$ cat src/ber_frame_delineator_macros.svh
// Assertion macros shared by the BER frame delineator RTL.
`ifndef BER_FRAME_DELINEATOR_MACROS_SVH
`define BER_FRAME_DELINEATOR_MACROS_SVH

// Checked on every clock edge once reset has been released.
`define BER_FD_ASSERT(lbl, prop, msg) \
  lbl: assert property (@(posedge clk_i) disable iff (!rst_ni) (prop)) else $error(msg);

// Condition that must never be seen outside reset.
`define BER_FD_NEVER(lbl, cond, msg) \
  lbl: assert property (@(posedge clk_i) disable iff (!rst_ni) !(cond)) else $error(msg);

`endif

$ cat src/ber_fd_pkg.sv
// Types and constants for the BER frame delineator.
package ber_fd_pkg;

  localparam logic [7:0]  TagResetValue = 8'h30;
  localparam logic [7:0]  LongForm      = 8'h80;
  localparam logic [6:0]  LenMask       = 7'h7f;
  localparam int unsigned SizeW         = 32;
  localparam int unsigned OctW          = 7;

  typedef enum logic [2:0] {
    PH_TAG     = 3'd0,
    PH_LEN     = 3'd1,
    PH_LENOCT  = 3'd2,
    PH_LENOVF  = 3'd3,
    PH_CONTENT = 3'd4,
    PH_SKIP    = 3'd5,
    PH_DRAIN   = 3'd6
  } phase_e;

  typedef enum logic [1:0] {
    ST_COMPLETE = 2'd0,
    ST_MORE     = 2'd1,
    ST_BADTAG   = 2'd2
  } status_e;

  typedef struct packed {
    phase_e             phase;
    logic [OctW-1:0]    oct_left;
    logic [SizeW-1:0]   content_len;
    logic [SizeW-1:0]   bytes_seen;
  } fd_state_t;

  typedef struct packed {
    status_e            status;
    logic [SizeW-1:0]   frame_size;
  } fd_result_t;

  localparam fd_state_t StateIdle = '{
    phase:       PH_TAG,
    oct_left:    '0,
    content_len: '0,
    bytes_seen:  '0
  };

endpackage

$ cat src/ber_fd_ifs.sv
// Handshake channel interfaces of the BER frame delineator.
interface ber_fd_in_if;
  logic       valid;
  logic       ready;
  logic [7:0] data_byte;
  logic       last_byte;

  modport source (output valid, output data_byte, output last_byte, input ready);
  modport sink   (input valid, input data_byte, input last_byte, output ready);
endinterface

interface ber_fd_out_if;
  logic        valid;
  logic        ready;
  logic [1:0]  status;
  logic [31:0] frame_size;

  modport source (output valid, output status, output frame_size, input ready);
  modport sink   (input valid, input status, input frame_size, output ready);
endinterface

interface ber_fd_cfg_if;
  logic       valid;
  logic       ready;
  logic [7:0] expected_tag;

  modport source (output valid, output expected_tag, input ready);
  modport sink   (input valid, input expected_tag, output ready);
endinterface

$ cat src/ber_fd_step.sv
// Per-byte frame parser: next parser state and result for one item.
module ber_fd_step import ber_fd_pkg::*; (
  input  fd_state_t  state_i,
  input  logic [7:0] data_byte_i,
  input  logic       last_byte_i,
  input  logic [7:0] expected_tag_i,
  output fd_state_t  state_o,
  output logic       res_valid_o,
  output fd_result_t res_o
);

  logic             long_form;
  logic [OctW-1:0]  n_eff;
  logic [OctW-1:0]  oct_dec;
  logic             in_ovf;
  logic             going_ovf;
  logic [SizeW-1:0] cl_nx;
  logic [SizeW-1:0] cl_dec;
  logic [SizeW-1:0] bs_inc;
  logic             oversized;
  logic             tag_ok;
  phase_e           oct_phase_nx;

  assign long_form = (data_byte_i & LongForm) != 8'h00;
  // long form with a count of zero still reads one length octet
  assign n_eff     = ((data_byte_i[6:0] & LenMask) == '0) ? OctW'(1)
                                                           : (data_byte_i[6:0] & LenMask);
  assign oct_dec   = state_i.oct_left - OctW'(1);
  assign in_ovf    = (state_i.phase == PH_LENOVF);
  assign going_ovf = in_ovf || (state_i.content_len[31:24] != 8'h00);
  assign cl_nx     = in_ovf ? state_i.content_len : {state_i.content_len[23:0], data_byte_i};
  assign cl_dec    = state_i.content_len - SizeW'(1);
  assign bs_inc    = state_i.bytes_seen + SizeW'(1);
  assign oversized = going_ovf || cl_nx[SizeW-1];
  assign tag_ok    = (data_byte_i == expected_tag_i);
  assign oct_phase_nx = going_ovf ? PH_LENOVF : PH_LENOCT;

  // next state
  always_comb begin
    state_o = state_i;
    case (state_i.phase)
      PH_LEN: begin
        if (long_form) begin
          if (last_byte_i) begin
            state_o = StateIdle;
          end else begin
            state_o.phase       = PH_LENOCT;
            state_o.oct_left    = n_eff;
            state_o.content_len = '0;
            state_o.bytes_seen  = SizeW'(2);
          end
        end else if ((data_byte_i == 8'h00) || last_byte_i) begin
          state_o = StateIdle;
        end else begin
          state_o.phase       = PH_CONTENT;
          state_o.content_len = {24'd0, data_byte_i};
          state_o.bytes_seen  = SizeW'(2);
        end
      end
      PH_LENOCT, PH_LENOVF: begin
        if (last_byte_i) begin
          state_o = StateIdle;
        end else if (oct_dec != '0) begin
          state_o.phase       = oct_phase_nx;
          state_o.oct_left    = oct_dec;
          state_o.content_len = cl_nx;
          state_o.bytes_seen  = bs_inc;
        end else if (oversized) begin
          state_o.phase       = PH_DRAIN;
          state_o.oct_left    = oct_dec;
          state_o.content_len = cl_nx;
          state_o.bytes_seen  = bs_inc;
        end else if (cl_nx == '0) begin
          state_o = StateIdle;
        end else begin
          state_o.phase       = PH_CONTENT;
          state_o.oct_left    = oct_dec;
          state_o.content_len = cl_nx;
          state_o.bytes_seen  = bs_inc;
        end
      end
      PH_CONTENT: begin
        if ((cl_dec == '0) || last_byte_i) begin
          state_o = StateIdle;
        end else begin
          state_o.content_len = cl_dec;
          state_o.bytes_seen  = bs_inc;
        end
      end
      PH_SKIP, PH_DRAIN: begin
        if (last_byte_i) begin
          state_o = StateIdle;
        end
      end
      default: begin
        state_o = StateIdle;
        if (!tag_ok) begin
          if (!last_byte_i) begin
            state_o.phase = PH_SKIP;
          end
        end else if (!last_byte_i) begin
          state_o.phase      = PH_LEN;
          state_o.bytes_seen = SizeW'(1);
        end
      end
    endcase
  end

  // result
  always_comb begin
    res_valid_o      = 1'b0;
    res_o.status     = ST_MORE;
    res_o.frame_size = '0;
    case (state_i.phase)
      PH_LEN: begin
        if (!long_form && (data_byte_i == 8'h00)) begin
          res_valid_o      = 1'b1;
          res_o.status     = ST_COMPLETE;
          res_o.frame_size = SizeW'(2);
        end else begin
          res_valid_o = last_byte_i;
        end
      end
      PH_LENOCT, PH_LENOVF: begin
        if ((oct_dec == '0) && !oversized && (cl_nx == '0)) begin
          res_valid_o      = 1'b1;
          res_o.status     = ST_COMPLETE;
          res_o.frame_size = bs_inc;
        end else begin
          res_valid_o = last_byte_i;
        end
      end
      PH_CONTENT: begin
        if (cl_dec == '0) begin
          res_valid_o      = 1'b1;
          res_o.status     = ST_COMPLETE;
          res_o.frame_size = bs_inc;
        end else begin
          res_valid_o = last_byte_i;
        end
      end
      PH_SKIP: begin
        res_valid_o = 1'b0;
      end
      PH_DRAIN: begin
        res_valid_o = last_byte_i;
      end
      default: begin
        if (!tag_ok) begin
          res_valid_o  = 1'b1;
          res_o.status = ST_BADTAG;
        end else begin
          res_valid_o = last_byte_i;
        end
      end
    endcase
  end

endmodule

$ cat src/ber_frame_delineator.sv
// BER frame delineator: finds the end of each tag-length-content frame in a byte stream.
//
// in_ch_i   : one byte per item with a flag marking the last byte now in the buffer.
// out_ch_o  : at most one result per byte: status complete with the frame size
//             (header plus content bytes), more bytes needed, or tag mismatch.
//             After any result the parser starts on a new frame; after a tag
//             mismatch the bytes up to the next last byte are dropped silently.
// cfg_ch_i  : writes the expected tag; always ready; write only while idle.
// Throughput: one byte per cycle while the skid register is empty; the parser update is combinational.
// Results   : the result for a taken byte is registered in the output register,
//             or in the skid register while the receiver stalls the output.
// The result side has an output register and a one-entry skid register;
// input ready drops only while the skid register is full, so a stalled
// receiver holds the input back after at most one further result.
// Reset: parser waits for a tag byte, expected tag is 0x30, no result pending.
module ber_frame_delineator import ber_fd_pkg::*; (
  input  logic        clk_i,
  input  logic        rst_ni,
  ber_fd_in_if.sink   in_ch_i,
  ber_fd_out_if.source out_ch_o,
  ber_fd_cfg_if.sink  cfg_ch_i
);

`include "ber_frame_delineator_macros.svh"

  logic [7:0] tag_q;
  fd_state_t  state_q, state_d;
  logic       in_fire;
  logic       res_valid;
  fd_result_t res;
  logic       out_valid_q;
  fd_result_t out_q;
  logic       skid_valid_q;
  fd_result_t skid_q;
  logic       out_fire;
  logic       out_stall;
  logic       content_done;
  logic       out_other;

  assign cfg_ch_i.ready = 1'b1;
  assign in_ch_i.ready  = !skid_valid_q;
  assign in_fire        = in_ch_i.valid && !skid_valid_q;
  assign out_fire       = out_valid_q && out_ch_o.ready;

  always_ff @(posedge clk_i or negedge rst_ni) begin
    if (!rst_ni) begin
      tag_q <= TagResetValue;
    end else if (cfg_ch_i.valid) begin
      tag_q <= cfg_ch_i.expected_tag;
    end
  end

  ber_fd_step u_step (
    .state_i       (state_q),
    .data_byte_i   (in_ch_i.data_byte),
    .last_byte_i   (in_ch_i.last_byte),
    .expected_tag_i(tag_q),
    .state_o       (state_d),
    .res_valid_o   (res_valid),
    .res_o         (res)
  );

  always_ff @(posedge clk_i or negedge rst_ni) begin
    if (!rst_ni) begin
      state_q <= StateIdle;
    end else if (in_fire) begin
      state_q <= state_d;
    end
  end

  always_ff @(posedge clk_i or negedge rst_ni) begin
    if (!rst_ni) begin
      out_valid_q  <= 1'b0;
      skid_valid_q <= 1'b0;
    end else if (skid_valid_q) begin
      if (out_fire) begin
        skid_valid_q <= 1'b0;
      end
    end else if (in_fire && res_valid) begin
      if (out_valid_q && !out_ch_o.ready) begin
        skid_valid_q <= 1'b1;
      end else begin
        out_valid_q <= 1'b1;
      end
    end else if (out_fire) begin
      out_valid_q <= 1'b0;
    end
  end

  always_ff @(posedge clk_i) begin
    if (skid_valid_q) begin
      if (out_fire) begin
        out_q <= skid_q;
      end
    end else if (in_fire && res_valid) begin
      if (out_valid_q && !out_ch_o.ready) begin
        skid_q <= res;
      end else begin
        out_q <= res;
      end
    end
  end

  assign out_ch_o.valid      = out_valid_q;
  assign out_ch_o.status     = out_q.status;
  assign out_ch_o.frame_size = out_q.frame_size;

  assign out_stall    = out_valid_q && !out_ch_o.ready;
  assign content_done = (state_q.phase == PH_CONTENT) && (state_q.content_len == '0);
  assign out_other    = out_valid_q && (out_q.status != ST_COMPLETE);

  `BER_FD_ASSERT(a_skid_needs_out, skid_valid_q |-> out_valid_q, "skid full with output empty")
  `BER_FD_ASSERT(a_skid_on_stall, $rose(skid_valid_q) |-> $past(out_stall), "skid filled on no stall")
  `BER_FD_NEVER(a_content_nonzero, content_done, "content phase with nothing left")
  `BER_FD_ASSERT(a_size_only_complete, out_other |-> (out_q.frame_size == '0), "size on other")

endmodule

$ cat src/flat_wrapper.sv
// flat-port wrapper written by rule: the top's interface ports become plain ports
module ber_frame_delineator_flat import ber_fd_pkg::*;
  (clk_i, rst_ni, in_ch_i_valid, in_ch_i_data_byte, in_ch_i_last_byte, in_ch_i_ready, out_ch_o_valid, out_ch_o_status, out_ch_o_frame_size, out_ch_o_ready, cfg_ch_i_valid, cfg_ch_i_expected_tag, cfg_ch_i_ready);
  ber_fd_in_if in_ch_i_i ();
  ber_fd_out_if out_ch_o_i ();
  ber_fd_cfg_if cfg_ch_i_i ();
  input  logic clk_i;
  input  logic rst_ni;
  input wire logic [$bits(in_ch_i_i.valid)-1:0] in_ch_i_valid;
  input wire logic [$bits(in_ch_i_i.data_byte)-1:0] in_ch_i_data_byte;
  input wire logic [$bits(in_ch_i_i.last_byte)-1:0] in_ch_i_last_byte;
  output wire logic [$bits(in_ch_i_i.ready)-1:0] in_ch_i_ready;
  output wire logic [$bits(out_ch_o_i.valid)-1:0] out_ch_o_valid;
  output wire logic [$bits(out_ch_o_i.status)-1:0] out_ch_o_status;
  output wire logic [$bits(out_ch_o_i.frame_size)-1:0] out_ch_o_frame_size;
  input wire logic [$bits(out_ch_o_i.ready)-1:0] out_ch_o_ready;
  input wire logic [$bits(cfg_ch_i_i.valid)-1:0] cfg_ch_i_valid;
  input wire logic [$bits(cfg_ch_i_i.expected_tag)-1:0] cfg_ch_i_expected_tag;
  output wire logic [$bits(cfg_ch_i_i.ready)-1:0] cfg_ch_i_ready;
  assign in_ch_i_i.valid = in_ch_i_valid;
  assign in_ch_i_i.data_byte = in_ch_i_data_byte;
  assign in_ch_i_i.last_byte = in_ch_i_last_byte;
  assign in_ch_i_ready = in_ch_i_i.ready;
  assign out_ch_o_valid = out_ch_o_i.valid;
  assign out_ch_o_status = out_ch_o_i.status;
  assign out_ch_o_frame_size = out_ch_o_i.frame_size;
  assign out_ch_o_i.ready = out_ch_o_ready;
  assign cfg_ch_i_i.valid = cfg_ch_i_valid;
  assign cfg_ch_i_i.expected_tag = cfg_ch_i_expected_tag;
  assign cfg_ch_i_ready = cfg_ch_i_i.ready;
  ber_frame_delineator u_core (.clk_i(clk_i), .rst_ni(rst_ni), .in_ch_i(in_ch_i_i), .out_ch_o(out_ch_o_i), .cfg_ch_i(cfg_ch_i_i));
endmodule
$ cat config.mk
export PLATFORM = sky130hd
export DESIGN_NAME = ber_frame_delineator_flat
export DESIGN_NICKNAME = d
export VERILOG_FILES = /design/src/ber_fd_pkg.sv /design/src/ber_fd_ifs.sv /design/src/ber_fd_step.sv /design/src/ber_frame_delineator.sv /design/src/flat_wrapper.sv
export VERILOG_INCLUDE_DIRS = /design/src /design/src/src
export SDC_FILE = /design/constraint.sdc
export NUM_CORES = 1
export LEC_CHECK = 0
export BUFFER_PORTS_ARGS = -buffer_cell sky130_fd_sc_hd__buf_4
export CAP_MARGIN = 10
export CORE_MARGIN = 2
export CORE_UTILIZATION = 51
export CTS_CLUSTER_DIAMETER = 100
export DETAILED_ROUTE_END_ITERATION = 6
export PLACE_DENSITY_LB_ADDON = 0.12
export SYNTH_ARGS = -nofsm -noshare
export SYNTH_HDL_FRONTEND = slang
export SYNTH_SLANG_ARGS = --single-unit
$ cat constraint.sdc
create_clock -name clk_i -period 6.18 [get_ports clk_i]
set_clock_uncertainty 0.05 [all_clocks]
set_input_delay 0.309 -clock clk_i [delete_from_list [all_inputs] [get_ports clk_i]]
set_output_delay 0.309 -clock clk_i [all_outputs]
set_load 0.005 [all_outputs]
# Yosys cells after proc, flatten, opt, wreduce, memory -nomap -nowiden
# Index checks and enable logic that the tools add are counted.
totals:
  ramBits: 0
  register_bits: 152
  inputBits: 22
  word_cells: 103
  romBits: 0
  mem_count: 0
  latchBits: 0
op_classes:
  bitwise: 1
  order_cmp: 0
  mux: 43
  shift: 0
  reduce_logical: 32
  add_sub_neg: 3
  mul: 0
  div_mod_pow: 0
  eq_ne: 13
ops:
  columns: ["operator", "count"]
  rows:
  - ["$mux W74", 6]
  - ["$pmux W74 S4", 1]
  - ["$mux W34", 4]
  - ["$mux W33", 3]
  - ["$pmux W32 S3", 1]
  - ["$mux W73", 1]
  - ["$logic_not A32 Y1", 2]
  - ["$mux W64", 1]
  - ["$mux W39", 1]
  - ["$add A32 B1 Y32 const B", 1]
  - ["$mux W32", 1]
  - ["$sub A32 B1 Y32 const B", 1]
  - ["$mux W1", 15]
  - ["$logic_not A7 Y1", 2]
  - ["$mux W7", 2]
  - ["$reduce_and A3 Y1", 4]
  - ["$mux W10", 1]
  - ["$eq A3 B3 Y1 const B", 3]
  - ["$mux W3", 3]
  - ["$eq A8 B8 Y1", 1]
  - ["$logic_not A8 Y1", 1]
  - ["$pmux W2 S4", 1]
  - ["$reduce_bool A8 Y1", 1]
  - ["$logic_and A1 B1 Y1", 7]
  - ["other kinds (16)", 28]

# Depth between registers and ports, before layout
# Gate-level depths: netlist of run 1.
logic_depth:
  word_depth: 11
  ltp_mapped: 13
  ltp_nobuf: 11

# Hierarchy
# Synthesis of run 1 repeated with hierarchy kept, for this count alone.
hier_totals:
  cells_unflattened: 970
  hier_area_um2: 9965.8
by_module_without_submodules:
  columns: ["mod", "cells_each", "area_each_um2", "seq_area_each_um2", "n_inst"]
  rows:
  - ["ber_frame_delineator", 293, 5795.6, 4146.5, 1]
  - ["ber_fd_step", 677, 4170.2, 0.0, 1]

# Worst setup path before layout of run 1
# Ideal clock, no wire load.
synth_path:
  path_kind: "flip-flop to flip-flop"
  start: "reg u_core.state_q[33] in the netlist's numbering"
  end: "reg u_core.out_q (netlist bit u_core.out_ch_o.frame_size[0]), enable pin"
  synth_period_minus_slack_ps: 5814
  path_buffers: 1
  required_time_ps: 5652
  arrival_time_ps: 5286
  stages_incl_launch_ff: 13
  slack_ps: 366
  setup_ps: 478
  cell_sequence: "dfrtp_1 -> clkbuf_1 -> inv_1 -> ha_1 -> or3b_2 -> nor3_1 -> xnor2_1 -> and3_1 -> nand4_1 -> nor4b_4 -> nand3_1 -> a21o_1 -> a21boi_0"
synth_via:
  elab_chain_cells: 8
synth_lines:
  columns: ["item", "line", "rtl"]
  rows:
  - ["start, declared", "ber_frame_delineator.sv:27", "fd_state_t state_q, state_d;"]
  - ["start signal, assigned", "ber_frame_delineator.sv:65", "state_q <= StateIdle;"]
  - ["start signal, assigned", "ber_frame_delineator.sv:67", "state_q <= state_d;"]
  - ["parallel branches: the longest is 4 deep, another holds $sub A32 B1 Y32", null, null]
  - ["$pmux W1 S5 (*)", "ber_fd_step.sv:114", "case (state_i.phase)"]
  - ["$logic_and A1 B1 Y1 (*)", "ber_frame_delineator.sv:95", "end else if (in_fire && res_valid) begin"]
  - ["$reduce_bool A2 Y1 (no line) (*)", null, null]
  - ["$reduce_and A3 Y1 (no line) (*)", null, null]
  - ["end signal, assigned", "ber_frame_delineator.sv:93", "out_q <= skid_q;"]
  - ["end signal, assigned", "ber_frame_delineator.sv:99", "out_q <= res;"]
  - ["end, declared", "ber_frame_delineator.sv:32", "fd_result_t out_q;"]
# Every way passes the cells marked *.
# A chain may end at the register's enable or synchronous reset.

# Worst setup path after layout of run 1
layout_path:
  start: "reg u_core.state_q[33] in the netlist's numbering"
  end: "reg u_core.out_q (netlist bit u_core.out_ch_o.frame_size[31]), enable pin"
# The elaborated chain is that of the path after synthesis.

==> results of run 1 <==
state kept, by name, indices dropped and copies added (netlist names):
register / count
u_core.skid_valid_q: 1
u_core.out_ch_o.valid: 1
u_core.state_q: 74
u_core.tag_q: 8
u_core.skid_q: 34
u_core.out_ch_o.frame_size: 32
u_core.out_ch_o.status: 2
cell families after synthesis:
group	share of synthesized area [%]
and+or+nand+nor	22.0
muxes	1.66
other	0.0436
DFF	48.2
xor gates and xnor gates	5.70
adders and majority gates	0.727
AOI/OAI and AO/OA	17.3
buffers and inverters	4.46
report_power, final:
part / leakage, nW / internal [W] / switching [W]
Clock: 0.272 / 0.000565 / 0.000454
Combinational: 1.62 / 0.000798 / 0.00133
Sequential: 1.78 / 0.00132 / 0.000353
metrics by stage:
| step | setup WS, ns | cell area, um2 | hold WS (ns) | std cells |
|---|---|---|---|---|
| 6_report | 1.46 | 9650 | 0.0621 | 1159 |
| 5_1_grt | 1.18 | 9650 | 0.0503 | 1159 |
| 4_1_cts | 1.40 | 9650 | 0.0524 | 1159 |
| 3_5_place_dp | 1.42 | 9070 | 0.226 | 1126 |
| 3_3_place_gp | 1.56 | 9070 | 0.215 | 1126 |
| 2_1_floorplan | 0.366 | 8610 | -0.0366 | 908 |
final cells by class:
type / count / area [um2] / area share (%)
flip-flops and latches: 152 / 4150 / 43.0
multi-input cells: 671 / 4100 / 42.5
inverters: 20 / 75.1 / 0.778
clock inverters: 14 / 138 / 1.43
well taps: 220 / 275 / 2.85
repair buffers: 64 / 483 / 5.01
clock buffers: 18 / 429 / 4.45
placed cells by master (no fill, tap or decap), drive strengths merged, types with 12 or more instances in the layout:
cell type	n
o21ai	71
nor2	93
nor3	32
nand2	108
nor4	23
edfxtp	68
buf	63
o211ai	12
nand3	34
a22oi	15
clkbuf	18
a21oi	32
xnor2	31
o31ai	44
nand4	12
inv	27
dfrtp	82
xor2	25
or3	12
worst max-delay path: stages (launching register included):
cell and delay [ns]:
dfrtp_1 0.46, inv_1 0.14, ha_1 0.26, or3b_2 0.51
nor3_1 0.54, xnor2_1 0.19, and3_1 0.18, nand4_1 0.18
nor4b_4 0.47, nand3_1 0.16, a21o_1 0.26, a21boi_4 0.91
layer usage:
layer,share of wire [%],global-route usage [%],wire length [um],up-vias
li1,-,-,-,3369
met1,41,33.1,9470,3478
met2,48,43.4,11000,318
met3,5.9,4.04,1350,79
met4,4.4,13.5,997,0
met5,0,0,0,-
worst paths after layout:
path                                                from                        endpoint  slack, ns  depth (start not counted)
worst min-delay path            cfg_ch_i_expected_tag[2]                 u_core.tag_q[2]       0.06                          2
max in group asynchronous                         rst_ni             u_core.skid_valid_q       4.68                          3
worst min register to register        u_core.state_q[31]              u_core.state_q[31]       0.46                          2
worst max-delay path                  u_core.state_q[33]  u_core.out_ch_o.frame_size[31]       1.46                         11
min in group asynchronous                         rst_ni                 u_core.tag_q[1]       0.31                          2
worst max register to register        u_core.state_q[33]  u_core.out_ch_o.frame_size[31]       1.46                         11
==> metrics.cfg, run 1 <==
[flow_run]
drv_cap=0

[final_layout]
drive_gt1_share_pct=14.2
num_antenna_cells=0
fill_cells=1416
fin_util_pct=58.4
nNetsFinal=953
area_growth_pct=12.1

[grt]
grt_pass1_wl_um=36700
antenna_found_initial=0
overflow=0
grt_pass1_vias=6960
grtUsageTotal_pct=26.1
grt_max_degree=70

[power_and_ir_drop]
peakVddDrop_v=0.000235
power_density_nw_per_um2=500
p_leak_nw=3.67
p_total_w=0.00482

[detailed_routing]
routed-via-count=7244
antenna_left=0
drt-vias-per-instance=6.25
dr.first_iter.drc_count=671
drc=5
dr.pass1.iters=7
wirelength_um=22800
drt-wirelength-per-cell_um=19.7

[yosys]
netlist_area_um2=8610
yosysTopAreaCell=dfrtp_1
synth_edf_count=68
synth_cells=908
syn_nets=935
ys_types=74
seq_area_frac_synth_pct=48.2
ys_top_cells_by_count=nand2_1, nor2_1, dfrtp_1
synth_warnings=0
synthFlopType=dfrtp_1
async_flop_share_pct=55.3
synth.most_common_cell=nand2_1
ys_seq_elements=152
synth_area_leaders=dfrtp_1, edfxtp_1, nand2_1, nor2_1, o31ai_1
synth_top_cell_area_share_pct=23.8
avgSynthCellArea_um2=9.48

[setup_path]
crit_arrival_ns=4.71
crit_required_ns=6.17
crit_type=reg -> reg
critPathCaptureType=flip-flop
cp_max_fo=34
cp-start-kind=flip-flop

[sta]
period_share_pct=76.4
setup_viol=0
drv_slew=0
fin_tns_setup_ns=0
slew_headroom_pct=22.6
worstMarginPinSlew_ns=1.15
min_period_ns=4.72
fmax_ghz=0.212
rsz0062_at_grt=false
hold_viol=0

[min_path]
hp-class=in -> reg

[clocking]
cts_buffers=17
cts_tree=done
htree_levels=4
clkSlewWorstSetupHoldPaths_ns=0.07
post_cts_resized=0
cts_root_buffer=clkbuf_16
cts_buffer_depth=2
cts.sinks=152
post_cts_buffers=0
clock_latency_ns=0.43
ctsHoldBuffers=1

[placement]
port-buffer-count=57
routabilityCongestion=0.917
hpwl_um=15800

[floorplanning]
ios=59
core_area_um2=16500
row_count=47
fp.dieH_um=134
die_w_um=134
dieArea_um2=17900
start_util_pct=52.1

[run_status]
failed_checks=DRC
status=complete, but fails checks

No activity file was read; power rests on OpenSTA's default activity.
==> inputs of run 2 (changes only) <==
==> constraint.sdc (replaced) <==
create_clock -name clk_i -period 3.8 [get_ports clk_i]
set_clock_uncertainty 0.05 [all_clocks]
set_input_delay 0.19 -clock clk_i [delete_from_list [all_inputs] [get_ports clk_i]]
set_output_delay 0.19 -clock clk_i [all_outputs]
set_load 0.005 [all_outputs]
==> run 2 against run 1 <==
Compared with the run above:
- the flow now finishes without violations
- count of clock-buffer cells in the layout unchanged
- combinational power up 97%
- utilization up 3.8 points
- non-clock buffer count up 63
- sequential power up 48%
- first-iteration DRC count down 13%
- critical endpoint is now u_core.out_ch_o.frame_size[21]
- highest routed layer unchanged
==> metrics.cfg, run 2 (same netlist as run 1, synthesis figures left out) <==
[run_status]
status=completed

[floorplanning]
start_util_pct=52.1  ; unchanged
dieArea_um2=17900  ; unchanged
fp.dieH_um=134  ; unchanged
row_count=47  ; unchanged
ios=59  ; unchanged
core_area_um2=16500  ; unchanged
die_w_um=134  ; unchanged

[detailed_routing]
wl_met3_um=1130  ; -16%
drt-vias-per-instance=6.04  ; -3.3%
drt-met1-wl_um=10200  ; +7.2%
drc=0  ; -5
drt-wirelength-per-cell_um=19.2  ; -2.4%
dr_wl_met2_um=11700  ; +6.3%
wirelength_um=23500  ; +3.0%
dr.pass1.iters=5  ; -2
dr.first_iter.drc_count=584  ; -13%
routed.top_layer=met4
routed-via-count=7383  ; +1.9%
antenna_left=0  ; unchanged

[grt]
grt_max_degree=69  ; -1.4%
grtUsageTotal_pct=27.2  ; +1.1 points
grt_pass1_vias=7277  ; +4.6%
antenna_found_initial=0  ; unchanged
grt_pass1_wl_um=38300  ; +4.3%
overflow=0  ; unchanged

[final_layout]
drive_gt1_share_pct=19.2  ; +5.0 points
regArea_um2=4150  ; unchanged
largest_reg_flops=74  ; unchanged
area_growth_pct=19.5
num_antenna_cells=0  ; unchanged
regMostFlops=u_core.state_q
layout_common_cells=buf_4, nand2_1, nor2_1
final_cells=1222  ; +5.4%
fill_cells=1403  ; -0.92%
multi_input_area_um2=4140  ; +0.98%
nNetsFinal=1016  ; +6.6%
final_common_cell=buf_4

[placement]
routabilityCongestion=0.936  ; +2.1%
port-buffer-count=57  ; unchanged
dp_cells=1181  ; +4.9%
hpwl_um=16600  ; +5.1%

[sta]
fmax_ghz=0.277  ; +31%
setup_viol=0  ; unchanged
min_period_ns=3.61  ; -1.11 ns
drv_slew=0  ; unchanged
fin_tns_setup_ns=0  ; unchanged
rsz0062_at_grt=false
slew_headroom_pct=46.7  ; +24 points
hold_viol=0  ; unchanged
period_share_pct=95.0  ; +19 points
worstMarginPinSlew_ns=0.800  ; -0.353 ns

[power_and_ir_drop]
p_leak_nw=4.02  ; +9.7%
power_density_nw_per_um2=815  ; +63%
peakVddDrop_v=0.000521  ; +120%

[setup_path]
crit_arrival_ns=3.69  ; -1.02 ns
cpLargestDelayFamily=simple AND/OR/NAND/NOR gates
ff2ff_path_depth=12  ; +1
crit_chain=inv_1 > ha_2 > nor3b_4 > nand4_1 > nor4_1 > xnor2_1 > nand4_1 > nor4b_4 > nand3_1 > a21o_1 > a21boi_4 > buf_12
cp-start-kind=flip-flop
path_buf_inv=2  ; +1
cp_slowest_cell=dfrtp_1
slowest_delay_ns=0.38  ; -0.53 ns
r2r_start=u_core.state_q[33]
critPathCaptureType=flip-flop
critPathMostFrequentCell=nand4_1
cp_max_fo=34  ; unchanged
rrSetupSlack_ns=0.19  ; -1.27 ns
r2r-end=u_core.out_ch_o.frame_size[21]
crit_required_ns=3.88  ; -2.29 ns
crit_type=reg -> reg

[clocking]
cts_tree=done
clock_latency_ns=0.44  ; about the same
cts_buffers=17  ; unchanged
cts.sinks=152  ; unchanged
htree_levels=4  ; unchanged
post_cts_buffers=0  ; unchanged
cts_buffer_depth=2  ; unchanged
cts_root_buffer=clkbuf_16
clkSlewWorstSetupHoldPaths_ns=0.07  ; about the same

[min_path]
min_from=out_ch_o_ready
whs_endpoint=u_core.skid_valid_q
hp-class=in -> reg
hold_depth=4  ; +2

[flow_run]
drv_cap=0  ; unchanged

## run 2: cell count changes in the layout (fill, tap and decap cells not counted), sizes merged
cell / change
inv: -1
clkinv: +2
buf: +55
dlygate4sd3: +8
clkinvlp: -1
## run 2: what timing repair did
item                                   in CTS  in global routing
setup endpoints to repair                   0                 84
hold buffers                                9                  0
endpoints found under the hold margin      64                  0
gates resized for setup                     0                  3
## run 2: per-layer routing
metal / up-vias / global-route usage [%]
met5: - / 0
met4: 0 / 9.22
met3: 29 / 4.46
met2: 258 / 46.3
met1: 3599 / 35.4
li1: 3497 / -
## run 2: stage by stage
step | setup slack, ns | utilization, % | hold slack (ns) | cell area [um2] | total power [W]
global placement | 0.160 | 58.0 | 0.256 | 9580 | 0.00661
finish | 0.190 | 62.2 | 0.0195 | 10300 | 0.00838
CTS | 0.0396 | 62.1 | 0.0190 | 10300 | 0.00833
global route | 0.0431 | 62.2 | 0.0329 | 10300 | 0.00887
floorplan | 0.00715 | - | -0.156 | 8640 | 0.00510
detailed placement | 0.0658 | 58.0 | 0.277 | 9580 | 0.00662
## run 2: worst max path at each step
stage,slack [ns],start,endpoint,cells after the start
floorplan,0.007,u_core.state_q[33],u_core.out_ch_o.frame_size[0],11
global placement,0.16,u_core.state_q[33],u_core.out_ch_o.frame_size[26],11
detailed placement,0.07,u_core.state_q[33],u_core.out_ch_o.frame_size[26],11
CTS,0.04,u_core.state_q[33],u_core.out_ch_o.frame_size[21],11
global route,0.04,u_core.state_q[33],u_core.skid_q[15],14
finish,0.19,u_core.state_q[33],u_core.out_ch_o.frame_size[21],12
## run 2: area by class of cell
cell class,instances,share of cell area (%)
multi-input combinational,671,40.3
timing repair buffer,127,10.2
sequential,152,40.3
inverter,20,0.730
clock inverter,14,1.57
tap,220,2.68
clock buffer,18,4.17
## run 2: power breakdown
part | total [W] | switching, W | internal [W]
Sequential | 0.00249 | 0.000343 | 0.00215
Combinational | 0.00419 | 0.00250 | 0.00169
Clock | 0.00170 | 0.000767 | 0.000932
Total | 0.00838 | 0.00361 | 0.00477
## run 2: tightest hold or removal path, cell delays in order
cell,delay [ns]
buf_4,0.09
nand2_1,0.04
nand2_1,0.06
o21ai_0,0.08
==> inputs of run 3 (changes only) <==
--- a/config.mk
+++ b/config.mk
@@ -13,6 +13,7 @@
 export CTS_CLUSTER_DIAMETER = 100
 export DETAILED_ROUTE_END_ITERATION = 6
 export PLACE_DENSITY_LB_ADDON = 0.12
+export RECOVER_POWER = 100
 export SYNTH_ARGS = -nofsm -noshare
 export SYNTH_HDL_FRONTEND = slang
 export SYNTH_SLANG_ARGS = --single-unit
==> run 3 against run 2 <==
Compared with the run above:
- the run now ends with capacitance limit, slew limit left
- sequential cell count did not move
- wire length shrank 0.40%
- utilization fell by 0.21 points
- critical endpoint unchanged
- largest power group unchanged
- highest routed layer unchanged
==> metrics.cfg, run 3 (same netlist as run 1, synthesis figures left out) <==
[detailed_routing]
drt-vias-per-instance=6.06  ; +0.28%
drt-wirelength-per-cell_um=19.2  ; -0.40%
drc=0  ; unchanged
routed-via-count=7404  ; +0.28%
dr.pass1.iters=5  ; unchanged
wl_met3_um=1100  ; -2.3%
antenna_left=0  ; unchanged
wirelength_um=23400  ; -0.40%
dr_wl_met2_um=11800  ; +0.65%
dr.first_iter.drc_count=633  ; +8.4%
drt-met1-wl_um=10100  ; -0.85%
routed.top_layer=met4

[sta]
hold_viol=0  ; unchanged
worstMarginPinSlew_ns=1.55  ; +0.753 ns
fmax_ghz=0.277  ; +0.15%
setup_viol=0  ; unchanged
rsz0062_at_grt=false
min_period_ns=3.60  ; -0.00552 ns
slew_headroom_pct=-3.51  ; -50 points
fin_tns_setup_ns=0  ; unchanged
period_share_pct=94.9  ; -0.15 points
drv_slew=87  ; +87

[grt]
grt_pass1_vias=7277  ; unchanged
grtUsageTotal_pct=27.2  ; unchanged
grt_max_degree=69  ; unchanged
overflow=0  ; unchanged
antenna_found_initial=0  ; unchanged
grt_pass1_wl_um=38300  ; unchanged

[setup_path]
cp_slowest_cell=dfrtp_1
cp_max_fo=34  ; unchanged
slowest_delay_ns=0.38  ; about the same
critPathLaunch=u_core.state_q[33]
path_buf_inv=2  ; unchanged
endpoint=u_core.out_ch_o.frame_size[21]
r2r_start=u_core.state_q[33]
crit_chain=inv_1 > ha_2 > nor3b_4 > nand4_1 > nor4_1 > xnor2_1 > nand4_1 > nor4b_4 > nand3_1 > a21o_1 > a21boi_4 > buf_12
crit_required_ns=3.87  ; about the same
crit_cells=12  ; unchanged
cp-start-kind=flip-flop
crit_arrival_ns=3.68  ; about the same
r2r-end=u_core.out_ch_o.frame_size[21]
cpLargestDelayFamily=simple AND/OR/NAND/NOR gates
critPathMostFrequentCell=nand4_1
critPathCaptureType=flip-flop
rrSetupSlack_ns=0.20  ; about the same
crit_type=reg -> reg
ff2ff_path_depth=12  ; unchanged

[final_layout]
fin_util_pct=62.0  ; -0.21 points
final_common_cell=nand2_1
largest_reg_flops=74  ; unchanged
area_growth_pct=19.1
drive_gt1_share_pct=18.4  ; -0.80 points
layout_common_cells=nand2_1, nor2_1, dfrtp_1
nNetsFinal=1016  ; unchanged
finalInstanceArea_um2=10200  ; -0.34%
regMostFlops=u_core.state_q
num_antenna_cells=0  ; unchanged

[clocking]
htree_levels=4  ; unchanged
clock_latency_ns=0.43  ; about the same
cts_tree=done
cts_buffer_depth=2  ; unchanged
cts_root_buffer=clkbuf_16
cts.sinks=152  ; unchanged
cts_buffers=17  ; unchanged
post_cts_buffers=0  ; unchanged
clkSlewWorstSetupHoldPaths_ns=0.07  ; about the same

[placement]
dpl_cell_area_um2=9580  ; unchanged
hpwl_um=16600  ; unchanged
port-buffer-count=57  ; unchanged
routabilityCongestion=0.936  ; unchanged

[run_status]
status=complete, but fails checks
failed_checks=capacitance limit, slew limit

[floorplanning]
ios=59  ; unchanged
row_count=47  ; unchanged
fp.dieH_um=134  ; unchanged
core_area_um2=16500  ; unchanged
start_util_pct=52.1  ; unchanged
die_w_um=134  ; unchanged
dieArea_um2=17900  ; unchanged

[power_and_ir_drop]
p_leak_nw=3.98  ; -0.99%
peakVddDrop_v=0.000520  ; about the same
power_density_nw_per_um2=814  ; -0.16%
p_total_w=0.00834  ; -0.50%

[min_path]
hp-class=in -> reg

[flow_run]
drv_cap=2  ; +2

==> run 3: cell types whose count changed in the layout (fill, tap and decap cells not counted), sizes merged <==
cell	before	now
buf	118	66
clkbuf	18	70
==> run 3: what timing repair did <==
item	CTS	global route
gates resized for setup	0	3
hold buffers	9	0
setup endpoints to repair	0	84
hold endpoints to repair	64	0
==> run 3: area by class of cell <==
cell class	count	area, um2
clock buffers	18	429
clock inverters	14	161
fillers	1414	6280
inverters	20	75.1
multi-input cells	671	4140
flip-flops and latches	152	4150
well taps	220	275
repair buffers	127	1020
==> run 3: per-stage QoR <==
stage	hold WS [ns]	cells	setup slack [ns]
after floorplan	-0.156	908	0.00715
after global placement	0.256	1181	0.160
after detailed placement	0.277	1181	0.0658
after CTS	0.0190	1222	0.0396
after global routing	0.0330	1222	0.0302
final	0.0189	1222	0.196
==> run 3: worst min-delay path by stage <==
stage	from	endpoint	slack [ns]	cells past startpoint
after global routing	cfg_ch_i_valid	u_core.tag_q[1]	0.03	2
after floorplan	rst_ni	u_core.out_ch_o.valid	-0.16	0
after CTS	out_ch_o_ready	u_core.skid_valid_q	0.02	4
after detailed placement	rst_ni	u_core.tag_q[1]	0.28	1
after global placement	rst_ni	u_core.tag_q[1]	0.26	1
final	out_ch_o_ready	u_core.skid_valid_q	0.02	4
==> run 3: per-layer routing <==
metal	vias to the layer above	global-route usage (%)
met1	3613	35.4
met2	259	46.3
li1	3503	-
met4	0	9.22
met3	29	4.46
met5	-	0
==> run 3: worst reg2reg max path, delay by kind of cell (launching register included) <==
kind,cells,cell delay [ns]
AOI/OAI and AO/OA,2,0.48
xor gates and xnor gates,1,0.24
adders and majority gates,1,0.25
buffers and inverters,2,0.33
DFF,1,0.38
and+or+nand+nor,6,1.55
==> run 3: power breakdown <==
part / switching (W) / internal, W
clock network: 0.000768 / 0.000932
registers: 0.000338 / 0.00215
logic: 0.00249 / 0.00166
total: 0.00360 / 0.00474
